File: config.mk
export PLATFORM = sky130hd
export DESIGN_NAME = circular_queue_with_remove_at_top
export DESIGN_NICKNAME = d
export VERILOG_FILES = /design/src/rtl/cqrat_pkg.sv /design/src/rtl/cqrat_ram.sv /design/src/rtl/circular_queue_with_remove_at_top.sv
export SDC_FILE = /design/constraint.sdc
export NUM_CORES = 1
export LEC_CHECK = 0
export BUFFER_PORTS_ARGS = -buffer_cell sky130_fd_sc_hd__clkbuf_2
export CORE_UTILIZATION = 55
export DETAILED_ROUTE_END_ITERATION = 6
export MAX_ROUTING_LAYER = met4
export PLACE_DENSITY = 0.72
export SETUP_SLACK_MARGIN = 0.1
export SYNTH_ARGS = -nofsm -noshare
export SYNTH_HDL_FRONTEND = slang
export SYNTH_SLANG_ARGS = --single-unit
File: constraint.sdc
create_clock -name i_clk -period 4.45 [get_ports i_clk]
set_input_delay 0.89 -clock i_clk [delete_from_list [all_inputs] [get_ports i_clk]]
set_output_delay 0.89 -clock i_clk [all_outputs]
set_load 0.01 [all_outputs]
File: src/rtl/cqrat_pkg.sv
package cqrat_pkg;

    localparam int VAL_W = 32;

    localparam logic [1:0] OP_ENQ = 2'd0;
    localparam logic [1:0] OP_DEQ = 2'd1;
    localparam logic [1:0] OP_REM = 2'd2;

    localparam logic [1:0] ST_OK     = 2'd0;
    localparam logic [1:0] ST_FULL   = 2'd1;
    localparam logic [1:0] ST_EMPTY  = 2'd2;
    localparam logic [1:0] ST_BADPOS = 2'd3;

    typedef struct packed {
        logic [1:0]              op;
        logic signed [VAL_W-1:0] item_value;
        logic [3:0]              position;
    } t_in_item;

    typedef struct packed {
        logic signed [VAL_W-1:0] removed_value;
        logic [1:0]              status;
        logic [4:0]              occupancy;
        logic                    is_empty;
        logic                    is_full;
    } t_out_item;

endpackage

File: src/rtl/cqrat_ram.sv
module cqrat_ram #(
    parameter int WIDTH = 32,
    parameter int DEPTH = 16
) (
    input  logic                                   i_clk,
    input  logic                                   i_we,
    input  logic [(DEPTH > 1 ? $clog2(DEPTH) : 1)-1:0] i_waddr,
    input  logic [WIDTH-1:0]                       i_wdata,
    input  logic [(DEPTH > 1 ? $clog2(DEPTH) : 1)-1:0] i_raddr,
    output logic [WIDTH-1:0]                       o_rdata
);

    logic [WIDTH-1:0] r_mem [DEPTH];
    logic [WIDTH-1:0] r_rdata;

    always_ff @(posedge i_clk) begin
        if (i_we) begin
            r_mem[i_waddr] <= i_wdata;
        end
        r_rdata <= r_mem[i_raddr];
    end

    assign o_rdata = r_rdata;

endmodule

File: src/rtl/circular_queue_with_remove_at_top.sv
// Ring-buffer queue of signed 32-bit values with removal at a position.
// Input channel (i_in_valid, o_in_stall, i_in): one request per beat, either
// enqueue, dequeue or remove the entry at an offset from the head.
// Output channel (o_out_valid, i_out_stall, o_out): exactly one result beat
// per request, carrying the removed value, a status code, the occupancy
// after the request and empty and full flags. Results come in request order.
// The entries live in one memory with one write and one registered read
// port, so a removal moves the later entries one at a time.
// An enqueue, a failed request or an unused code goes from S_IDLE straight
// to S_DONE; a dequeue first captures the head entry in S_RD; a removal
// captures the addressed entry in S_RD, then slides each later entry toward
// the head in S_SHIFT, that is occupancy - 1 - position entries.
// A new request is taken once the previous result sits in the output
// register, even while that result is still stalled; a stalled output
// holds the following result back in the block until the register frees.
// A request is never taken while an earlier one is still in progress.
// Reset empties the queue (head at slot zero, tail at the last slot) and
// drops any pending result; the memory contents are not cleared.
module circular_queue_with_remove_at_top #(
    parameter int DEPTH = 16
) (
    input  logic                 i_clk,
    input  logic                 i_rst_n,
    input  logic                 i_in_valid,
    output logic                 o_in_stall,
    input  cqrat_pkg::t_in_item  i_in,
    output logic                 o_out_valid,
    input  logic                 i_out_stall,
    output cqrat_pkg::t_out_item o_out
);

    localparam int AW  = (DEPTH > 1) ? $clog2(DEPTH) : 1;
    localparam int CW  = $clog2(DEPTH + 1);
    localparam int PCW = (CW > 4) ? CW : 4;
    localparam int SW  = ((AW > 4) ? AW : 4) + 1;

    typedef enum logic [3:0] {
        S_IDLE  = 4'b0001,
        S_RD    = 4'b0010,
        S_SHIFT = 4'b0100,
        S_DONE  = 4'b1000
    } t_state;

    t_state r_state, n_state;
    logic [AW-1:0] r_head, n_head;
    logic [AW-1:0] r_tail, n_tail;
    logic [CW-1:0] r_count, n_count;
    logic [AW-1:0] r_src, n_src;
    logic [AW-1:0] r_dst, n_dst;
    logic [CW-1:0] r_left, n_left;
    logic          r_is_rem, n_is_rem;
    logic signed [cqrat_pkg::VAL_W-1:0] r_removed, n_removed;
    logic [1:0]    r_status, n_status;
    logic          r_out_valid, n_out_valid;
    cqrat_pkg::t_out_item r_out, n_out;

    logic                         w_we;
    logic [AW-1:0]                w_waddr;
    logic [cqrat_pkg::VAL_W-1:0]  w_wdata;
    logic [AW-1:0]                w_raddr;
    logic [cqrat_pkg::VAL_W-1:0]  w_rdata;

    logic          w_accept;
    logic [PCW-1:0] w_pos_ext;
    logic [PCW-1:0] w_cnt_ext;
    logic [SW-1:0]  w_sum;
    logic [AW-1:0]  w_slot;
    logic [CW-1:0]  w_take_cnt;

    function automatic logic [AW-1:0] f_inc(input logic [AW-1:0] p);
        f_inc = (p == AW'(DEPTH - 1)) ? '0 : p + 1'b1;
    endfunction

    function automatic logic [AW-1:0] f_dec(input logic [AW-1:0] p);
        f_dec = (p == '0) ? AW'(DEPTH - 1) : p - 1'b1;
    endfunction

    cqrat_ram #(
        .WIDTH(cqrat_pkg::VAL_W),
        .DEPTH(DEPTH)
    ) u_ram (
        .i_clk  (i_clk),
        .i_we   (w_we),
        .i_waddr(w_waddr),
        .i_wdata(w_wdata),
        .i_raddr(w_raddr),
        .o_rdata(w_rdata)
    );

    assign w_accept   = i_in_valid && (r_state == S_IDLE);
    assign w_pos_ext  = PCW'(i_in.position);
    assign w_cnt_ext  = PCW'(r_count);
    assign w_take_cnt = r_count - 1'b1;

    // Physical slot of the addressed entry; the position is below the
    // occupancy whenever it is used, so one wrap correction is enough.
    always_comb begin
        w_sum = SW'(r_head) + SW'(i_in.position);
        if (w_sum >= SW'(DEPTH)) begin
            w_sum = w_sum - SW'(DEPTH);
        end
        w_slot = AW'(w_sum);
    end

    always_comb begin
        n_state     = r_state;
        n_head      = r_head;
        n_tail      = r_tail;
        n_count     = r_count;
        n_src       = r_src;
        n_dst       = r_dst;
        n_left      = r_left;
        n_is_rem    = r_is_rem;
        n_removed   = r_removed;
        n_status    = r_status;
        n_out_valid = r_out_valid;
        n_out       = r_out;
        w_we        = 1'b0;
        w_waddr     = r_dst;
        w_wdata     = w_rdata;
        w_raddr     = r_head;

        if (r_out_valid && !i_out_stall) begin
            n_out_valid = 1'b0;
        end

        case (r_state)
            S_IDLE: begin
                if (w_accept) begin
                    n_removed = '0;
                    n_status  = cqrat_pkg::ST_OK;
                    n_state   = S_DONE;
                    case (i_in.op)
                        cqrat_pkg::OP_ENQ: begin
                            if (r_count == CW'(DEPTH)) begin
                                n_status = cqrat_pkg::ST_FULL;
                            end else begin
                                w_we    = 1'b1;
                                w_waddr = f_inc(r_tail);
                                w_wdata = i_in.item_value;
                                n_tail  = f_inc(r_tail);
                                n_count = r_count + 1'b1;
                            end
                        end
                        cqrat_pkg::OP_DEQ: begin
                            if (r_count == '0) begin
                                n_status = cqrat_pkg::ST_EMPTY;
                            end else begin
                                w_raddr  = r_head;
                                n_is_rem = 1'b0;
                                n_state  = S_RD;
                            end
                        end
                        cqrat_pkg::OP_REM: begin
                            if (r_count == '0 || w_pos_ext >= w_cnt_ext) begin
                                n_status = cqrat_pkg::ST_BADPOS;
                            end else begin
                                w_raddr  = w_slot;
                                n_src    = w_slot;
                                n_left   = CW'(w_cnt_ext - w_pos_ext - 1'b1);
                                n_is_rem = 1'b1;
                                n_state  = S_RD;
                            end
                        end
                        default: begin
                            n_status = cqrat_pkg::ST_OK;
                        end
                    endcase
                end
            end
            S_RD: begin
                n_removed = w_rdata;
                if (!r_is_rem) begin
                    n_head  = f_inc(r_head);
                    n_count = w_take_cnt;
                    if (w_take_cnt == '0) begin
                        n_head = '0;
                        n_tail = AW'(DEPTH - 1);
                    end
                    n_state = S_DONE;
                end else if (r_left == '0) begin
                    n_tail  = f_dec(r_tail);
                    n_count = w_take_cnt;
                    if (w_take_cnt == '0) begin
                        n_head = '0;
                        n_tail = AW'(DEPTH - 1);
                    end
                    n_state = S_DONE;
                end else begin
                    // Start the slide: fetch the next entry, it lands in the gap.
                    w_raddr = f_inc(r_src);
                    n_dst   = r_src;
                    n_src   = f_inc(r_src);
                    n_state = S_SHIFT;
                end
            end
            S_SHIFT: begin
                // The write goes two slots behind the read, so they never collide.
                w_we    = 1'b1;
                w_waddr = r_dst;
                w_wdata = w_rdata;
                n_left  = r_left - 1'b1;
                if (r_left == CW'(1)) begin
                    n_tail  = f_dec(r_tail);
                    n_count = w_take_cnt;
                    n_state = S_DONE;
                end else begin
                    w_raddr = f_inc(r_src);
                    n_dst   = r_src;
                    n_src   = f_inc(r_src);
                end
            end
            S_DONE: begin
                if (!r_out_valid || !i_out_stall) begin
                    n_out.removed_value = r_removed;
                    n_out.status        = r_status;
                    n_out.occupancy     = 5'(r_count);
                    n_out.is_empty      = (r_count == '0);
                    n_out.is_full       = (r_count == CW'(DEPTH));
                    n_out_valid         = 1'b1;
                    n_state             = S_IDLE;
                end
            end
            default: begin
                n_state = S_IDLE;
            end
        endcase
    end

    always_ff @(posedge i_clk) begin
        if (!i_rst_n) begin
            r_state     <= S_IDLE;
            r_head      <= '0;
            r_tail      <= AW'(DEPTH - 1);
            r_count     <= '0;
            r_out_valid <= 1'b0;
        end else begin
            r_state     <= n_state;
            r_head      <= n_head;
            r_tail      <= n_tail;
            r_count     <= n_count;
            r_out_valid <= n_out_valid;
        end
    end

    always_ff @(posedge i_clk) begin
        r_src     <= n_src;
        r_dst     <= n_dst;
        r_left    <= n_left;
        r_is_rem  <= n_is_rem;
        r_removed <= n_removed;
        r_status  <= n_status;
        r_out     <= n_out;
    end

    assign o_in_stall  = (r_state != S_IDLE);
    assign o_out_valid = r_out_valid;
    assign o_out       = r_out;

endmodule

==> key figures, run 1 <==
Pwr
  • Worst ir drop on vdd: 0.000319 V
  • Cell Int Power: 10200 µW
  • Power density over the cells: 424 mW/mm²
  • Sw frac: 19.8%
  • Leak: 0.0104 µW
  • Flop pwr share: 53.7%
  • Final total power: 12700 µW
  • Switching power: 2510 µW
  • Combinational fraction of design power: 2.6%
  • Clock share of power: 43.7%

STA
  • Final setup fails: 0
  • Min Tclk post-route: 3850 ps
  • Final total negative setup slack: 0 ps
  • Final Max Tran Viols: 0
  • Final hold violation count: 0
  • Slew margin rel.: 20.9%
  • Achievable Freq: 260 MHz
  • Actual slew at the worst max-slew pin: 1180 ps
  • Fin crit share: 86.5%
  • RSZ-0062 raised after global routing: no
  • Max Clock Skew: 24.0 ps

Clock tree
  • PostCTS Resize Cnt: 0
  • # Post-CTS Setup Buffers: 0
  • Cts bufs inserted: 61
  • Clock tree buffer depth: 3
  • CTS root buf: clkbuf_16
  • Clock-pin slew on the worst setup and hold paths: 60 ps
  • Skew-Pair Late Insertion Delay: 640 ps
  • TritonCTS clock tree: yes
  • CTS Sinks: 651
  • H-tree depth: 2
  • Hold buffers post-CTS: 0

Floorplanning
  • Initial Utilization: 56.2%
  • Core ar.: 0.0469 mm²
  • Die Ht: 221 µm
  • Die area: 0.0487 mm²
  • Die X: 221 µm
  • IO Count: 85
  • Std-Cell Rows: 79

Yosys
  • FF+latch count, synth: 651
  • Asr flop ratio synth: 0%
  • Mapped Avg Cell Area: 14.1 µm²
  • EDFF count, synth: 601
  • Top FF cell, synth: edfxtp_1
  • Synthesis warning total: 0
  • Top post-synthesis cells by area: edfxtp_1 (69%), nand2_1 (4.5%), nand4_1 (3.9%)
  • Area leader, netlist: edfxtp_1
  • Net count after synthesis: 1933
  • Top cell type's share of synthesized area: 68.6%
  • Area of the mapped netlist: 0.0263 mm²
  • Seq/Total Area, Yosys: 72.4%
  • Post-synthesis cell count: 1863
  • Distinct cells, synth: 69

Finish
  • Number of fill cells: 3304
  • Number of diodes: 0
  • Synth-to-layout area growth: 13.6%
  • Layout cells sized above 1: 14.9%
  • Final #Nets: 2014

Global routing
  • Grt ovf: 0
  • First-pass GRT wire length: 95.9 mm
  • Total track usage: 27.2%
  • Largest net degree at the start of global routing: 98
  • Antenna violations before repair: 0
  • Vias in the first global route: 16143

Critical path
  • Critical path peak fanout: 18
  • Critical path, cell by cell: inv_1, ha_1, nor3b_1, o21bai_1, o211ai_1, o22ai_1, a21oi_4, nor3_4, buf_12, a32o_1, nor3_2
  • R2R cell count: 11
  • Biggest cell delay along the critical path: 970 ps
  • Flop-to-flop setup slack: 600 ps
  • Crit path DAT: 4380 ps
  • WS Path Type: reg2reg
  • FF-to-FF End: u_ram.o_rdata[15]
  • CP endpoint kind: flop
  • Worst r2r src: r_count[1]
  • Slowest-stage cell, CP: nor3_4
  • CP required: 4980 ps
  • Worst Setup EP: u_ram.o_rdata[15]
  • Critical Path Start: r_count[1]
  • Setup crit start kind: flop

Routing
  • Vias: 16447
  • Vias per std cell: 6.32
  • DRC Markers: 3
  • Wire per inst: 24.2 µm
  • First-pass iteration count of the detailed router: 7
  • Post-Route WL: 63.0 mm
  • Iteration-0 DRC Markers: 1947
  • Post-DRT Antenna Nets: 0

Flow run
  • Max-cap viol count: 0

Placement
  • IO Port Bufs: 84
  • Detailed Place HPWL: 35.2 mm
  • Placer Congestion: 0.862

Status
  • Failing checks: design-rule violations
  • Outcome: complete, but fails checks

Min path
  • Tightest Hold Check Type: reg2reg
worst max-delay path, delay by kind of cell, from the launching register on:
family                   cells  cell delay, ps
buffers and inverters        2             450
AO/OA/AOI/OAI                5            1340
AND/OR/NAND/NOR              3            1190
adder cells (fa/ha/maj)      1             250
flip-flops                   1             520
stage by stage:
step	worst slack, ps	cell area [µm²]	hold WS [ps]	utilization (%)	cells
2_1_floorplan	754	26300	400	-	1863
3_3_place_gp	400	27700	402	59.2	2488
3_5_place_dp	315	27700	405	59.2	2488
4_1_cts	663	29900	417	63.8	2603
5_1_grt	340	29900	419	63.8	2603
6_report	601	29900	418	63.8	2603
worst min path at each step:
stage	from	end	slack, ps	cells past startpoint
2_1_floorplan	r_removed[1]	o_out[10]	400	0
3_3_place_gp	r_removed[30]	o_out[39]	400	0
3_5_place_dp	r_removed[5]	o_out[14]	400	0
4_1_cts	r_removed[17]	o_out[26]	420	0
5_1_grt	r_removed[23]	o_out[32]	420	0
6_report	r_removed[30]	o_out[39]	420	0
cell usage after synthesis (4+ instances only):
cell / instances
edfxtp_1: 601
nand2_1: 317
nand4_1: 162
mux2i_1: 97
o21ai_0: 84
nand3_1: 74
clkbuf_1: 72
a32o_1: 64
dfxtp_1: 50
and2_1: 42
nor2_1: 37
buf_2: 33
nor3_1: 28
ha_1: 26
inv_1: 23
a21oi_1: 20
nor3_2: 16
a31oi_1: 9
xnor2_1: 8
buf_6: 7
xor2_1: 7
and3_1: 6
buf_1: 6
a21o_1: 5
buf_4: 4
nor2b_1: 4
cells in the final DEF (no fill, tap or decap), drive strengths merged, types with 3 or more instances in the layout:
master,netlist,routed
a21o,5,5
a21oi,21,21
a31oi,9,9
a32o,64,64
a32oi,3,3
and2,42,42
and3,6,6
buf,50,56
bufinv,0,11
clkbuf,72,161
clkinv,0,24
dfxtp,50,50
edfxtp,601,601
ha,26,26
inv,24,25
mux2,3,3
mux2i,97,97
nand2,317,317
nand2b,3,3
nand3,74,74
nand4,162,162
nor2,39,39
nor2b,4,4
nor3,44,44
nor4b,4,4
o211a,3,3
o211ai,3,3
o21ai,84,84
o22ai,3,3
or4b,4,4
xnor2,8,8
xor2,7,7
logic make-up (layout without fill, tap and decap cells):
family | after synthesis | after routing | synth area share [%]
xor+xnor | 15 | 15 | 0.499
flops | 651 | 651 | 72.4
simple gates | 709 | 709 | 13.5
compound gates | 214 | 214 | 5.92
mux | 100 | 100 | 3.82
buf+inv | 146 | 279 | 2.50
fa+ha+maj | 28 | 28 | 1.39
per-layer routing:
layer | track usage [%] | routed length [µm] | share of wire [%] | vias up
met1 | 35.8 | 25500 | 40 | 8216
met4 | 10.2 | 2030 | 3.2 | 0
li1 | - | - | - | 7291
met3 | 3.84 | 4790 | 7.6 | 148
met2 | 43.3 | 30700 | 49 | 792
met5 | - | 0 | 0 | -
power groups by stage:
stage	registers, µW	clock network, µW	logic, µW
5_1_grt	6810	5820	361
6_report	6800	5540	330
3_5_place_dp	6930	0	326
2_1_floorplan	6930	0	184
4_1_cts	6800	5590	330
3_3_place_gp	6930	0	314
flip-flops by register name, indices dropped and copies added (netlist names):
register	flops
u_ram.r_mem	512
r_dst	4
r_is_rem	1
r_removed	32
r_src	4
r_tail	4
r_left	5
u_ram.o_rdata	32
r_head	4
o_out	41
r_count	5
o_out_valid	1
r_status	2
r_state	4
cell type report:
type	count	area [µm²]	share of cell area (%)
flip-flops and latches	651	19000	63.7
multi-input cells	1066	6850	22.9
clock buffers	77	1690	5.65
repair buffers	140	991	3.32
well taps	607	759	2.54
clock inverters	38	463	1.55
inverters	24	90.1	0.301
Power figures use the tool's default switching activity.
==> inputs of run 2 (changes only) <==
--- a/config.mk
+++ b/config.mk
@@ -8,9 +8,11 @@
 export BUFFER_PORTS_ARGS = -buffer_cell sky130_fd_sc_hd__clkbuf_2
 export CORE_UTILIZATION = 55
 export DETAILED_ROUTE_END_ITERATION = 6
+export GPL_TIMING_DRIVEN = 0
 export MAX_ROUTING_LAYER = met4
 export PLACE_DENSITY = 0.72
 export SETUP_SLACK_MARGIN = 0.1
+export SKIP_LAST_GASP = 1
 export SYNTH_ARGS = -nofsm -noshare
 export SYNTH_HDL_FRONTEND = slang
 export SYNTH_SLANG_ARGS = --single-unit
==> key figures, run 2 (synthesized netlist as in run 1, its figures left out) <==
Status
  • Outcome: complete, but fails checks
  • Failing checks: design-rule violations

Global routing
  • Met3 Use GR: 5.31%
  • Busiest grt layer: met2
  • GR Layer Usage met2: 43.0%
  • Total track usage: 28.6%
  • Antenna violations before repair: 0
  • Largest net degree at the start of global routing: 33
  • Vias in the first global route: 16387
  • First-pass GRT wire length: 99.2 mm
  • Global Route met1 Usage: 38.8%
  • Grt ovf: 0

Routing
  • Post-DRT Antenna Nets: 0
  • First-pass iteration count of the detailed router: 7
  • Vias: 16893
  • DRC Markers: 3
  • Wire per inst: 24.7 µm
  • Iteration-0 DRC Markers: 2051
  • Vias per std cell: 6.28
  • Post-Route WL: 66.5 mm

Finish
  • Most flops, register: u_ram.r_mem
  • Max reg flops: 512
  • Final #Nets: 2103
  • Most frequent cells in the layout: edfxtp_1 (601), nand2_1 (317), nand4_1 (162)
  • Synth-to-layout area growth: 14.9%
  • Finished Core Util: 64.5%
  • Number of diodes: 0
  • Most common cell after layout, fill and taps aside: edfxtp_1
  • Layout cells sized above 1: 14.1%

Clock tree
  • TritonCTS clock tree: yes
  • PostCTS Resize Cnt: 0
  • H-tree depth: 3
  • CTS Sinks: 651
  • Clock tree buffer depth: 3
  • CTS root buf: clkbuf_16
  • Cts bufs inserted: 67
  • Hold buffers post-CTS: 0
  • # Post-CTS Setup Buffers: 0
  • Clock-pin slew on the worst setup and hold paths: 60 ps
  • Skew-Pair Late Insertion Delay: 590 ps

Pwr
  • Sw frac: 20.0%
  • Power density over the cells: 421 mW/mm²
  • Worst ir drop on vdd: 0.000252 V
  • Final total power: 12700 µW
  • Leak: 0.0106 µW
  • Cell Int Power: 10200 µW
  • Clock share of power: 43.9%
  • Flop pwr share: 53.4%
  • Combinational fraction of design power: 2.7%
  • Switching power: 2550 µW

Placement
  • Placer Congestion: 0.891
  • Dpl ws: -122 ps
  • Detailed Place HPWL: 42.8 mm
  • IO Port Bufs: 84

STA
  • Final setup fails: 0
  • Max Clock Skew: 14.5 ps
  • Final Max Tran Viols: 0
  • Min Tclk post-route: 4220 ps
  • RSZ-0062 raised after global routing: no
  • Final hold violation count: 0
  • Achievable Freq: 237 MHz
  • Final total negative setup slack: 0 ps
  • Fin crit share: 94.8%
  • Actual slew at the worst max-slew pin: 1120 ps
  • Worst hold slack: 418 ps
  • Setup ws final: 230 ps
  • Slew margin rel.: 25.3%

Floorplanning
  • Core ar.: 0.0469 mm²
  • Die Ht: 221 µm
  • Die X: 221 µm
  • Initial Utilization: 56.2%
  • IO Count: 85
  • Die area: 0.0487 mm²
  • Std-Cell Rows: 79

Min path
  • Tightest Hold Check Type: reg2reg

Critical path
  • Crit path DAT: 4690 ps
  • CP endpoint kind: flop
  • CP required: 4920 ps
  • Setup crit start kind: flop
  • WS Path Type: reg2reg
  • Critical path peak fanout: 10

Flow run
  • Max-cap viol count: 0
[run 2: cell count changes in the layout (fill, tap and decap cells not counted), moves of 8 or more]
| cell | delta |
|---|---|
| buf_4 | -40 |
| buf_16 | +9 |
| clkbuf_16 | +10 |
| clkbuf_1 | +85 |
| bufinv_16 | -8 |
| buf_2 | +33 |
[run 2: power groups by stage]
stage / combinational, µW / sequential, µW / clock [µW]
6_report: 340 / 6800 / 5590
5_1_grt: 370 / 6810 / 5880
4_1_cts: 338 / 6800 / 5630
3_5_place_dp: 335 / 6930 / 0
3_3_place_gp: 312 / 6930 / 0
2_1_floorplan: 184 / 6930 / 0
[run 2: routing by layer]
metal | share of wire [%] | up-vias
li1 | - | 7477
met1 | 41 | 8352
met2 | 46 | 930
met3 | 9.2 | 134
met4 | 3.1 | 0
met5 | 0 | -
[run 2: critical path, cell delays in order, from the launching register on]
cell and delay, ps:
dfxtp_1 380, clkbuf_1 330, inv_1 120, ha_1 210, a21o_1 160, a31oi_1 320, o211a_2 360, a22oi_1 140
a221oi_1 950, clkbuf_1 620, nand4_1 240, nand4_1 220, nor3_2 60
[run 2: final cells by class]
class                           instances  area, µm²
Sequential cell                       651      19000
Fill cell                            3285      16600
Inverter                               24       90.1
Tap cell                              607        759
Timing Repair Buffer                  101        828
Buffer                                122        567
Multi-Input combinational cell       1066       6740
Clock buffer                          103       2030
Clock inverter                         18        171
[run 2: through the flow]
stage | instance area [µm²] | cells
5_1_grt | 30200 | 2692
2_1_floorplan | 26300 | 1863
6_report | 30200 | 2692
4_1_cts | 30200 | 2692
3_5_place_dp | 28000 | 2571
3_3_place_gp | 27500 | 2554
[run 2: final timing paths]
check | start | end | slack (ps) | depth (start not counted)
setup / recovery | r_count[2] | u_ram.o_rdata[16] | 230 | 12
hold / removal | r_removed[2] | o_out[11] | 420 | 0
setup reg to reg | r_count[2] | u_ram.o_rdata[16] | 230 | 12
hold reg to reg | r_removed[2] | o_out[11] | 420 | 0
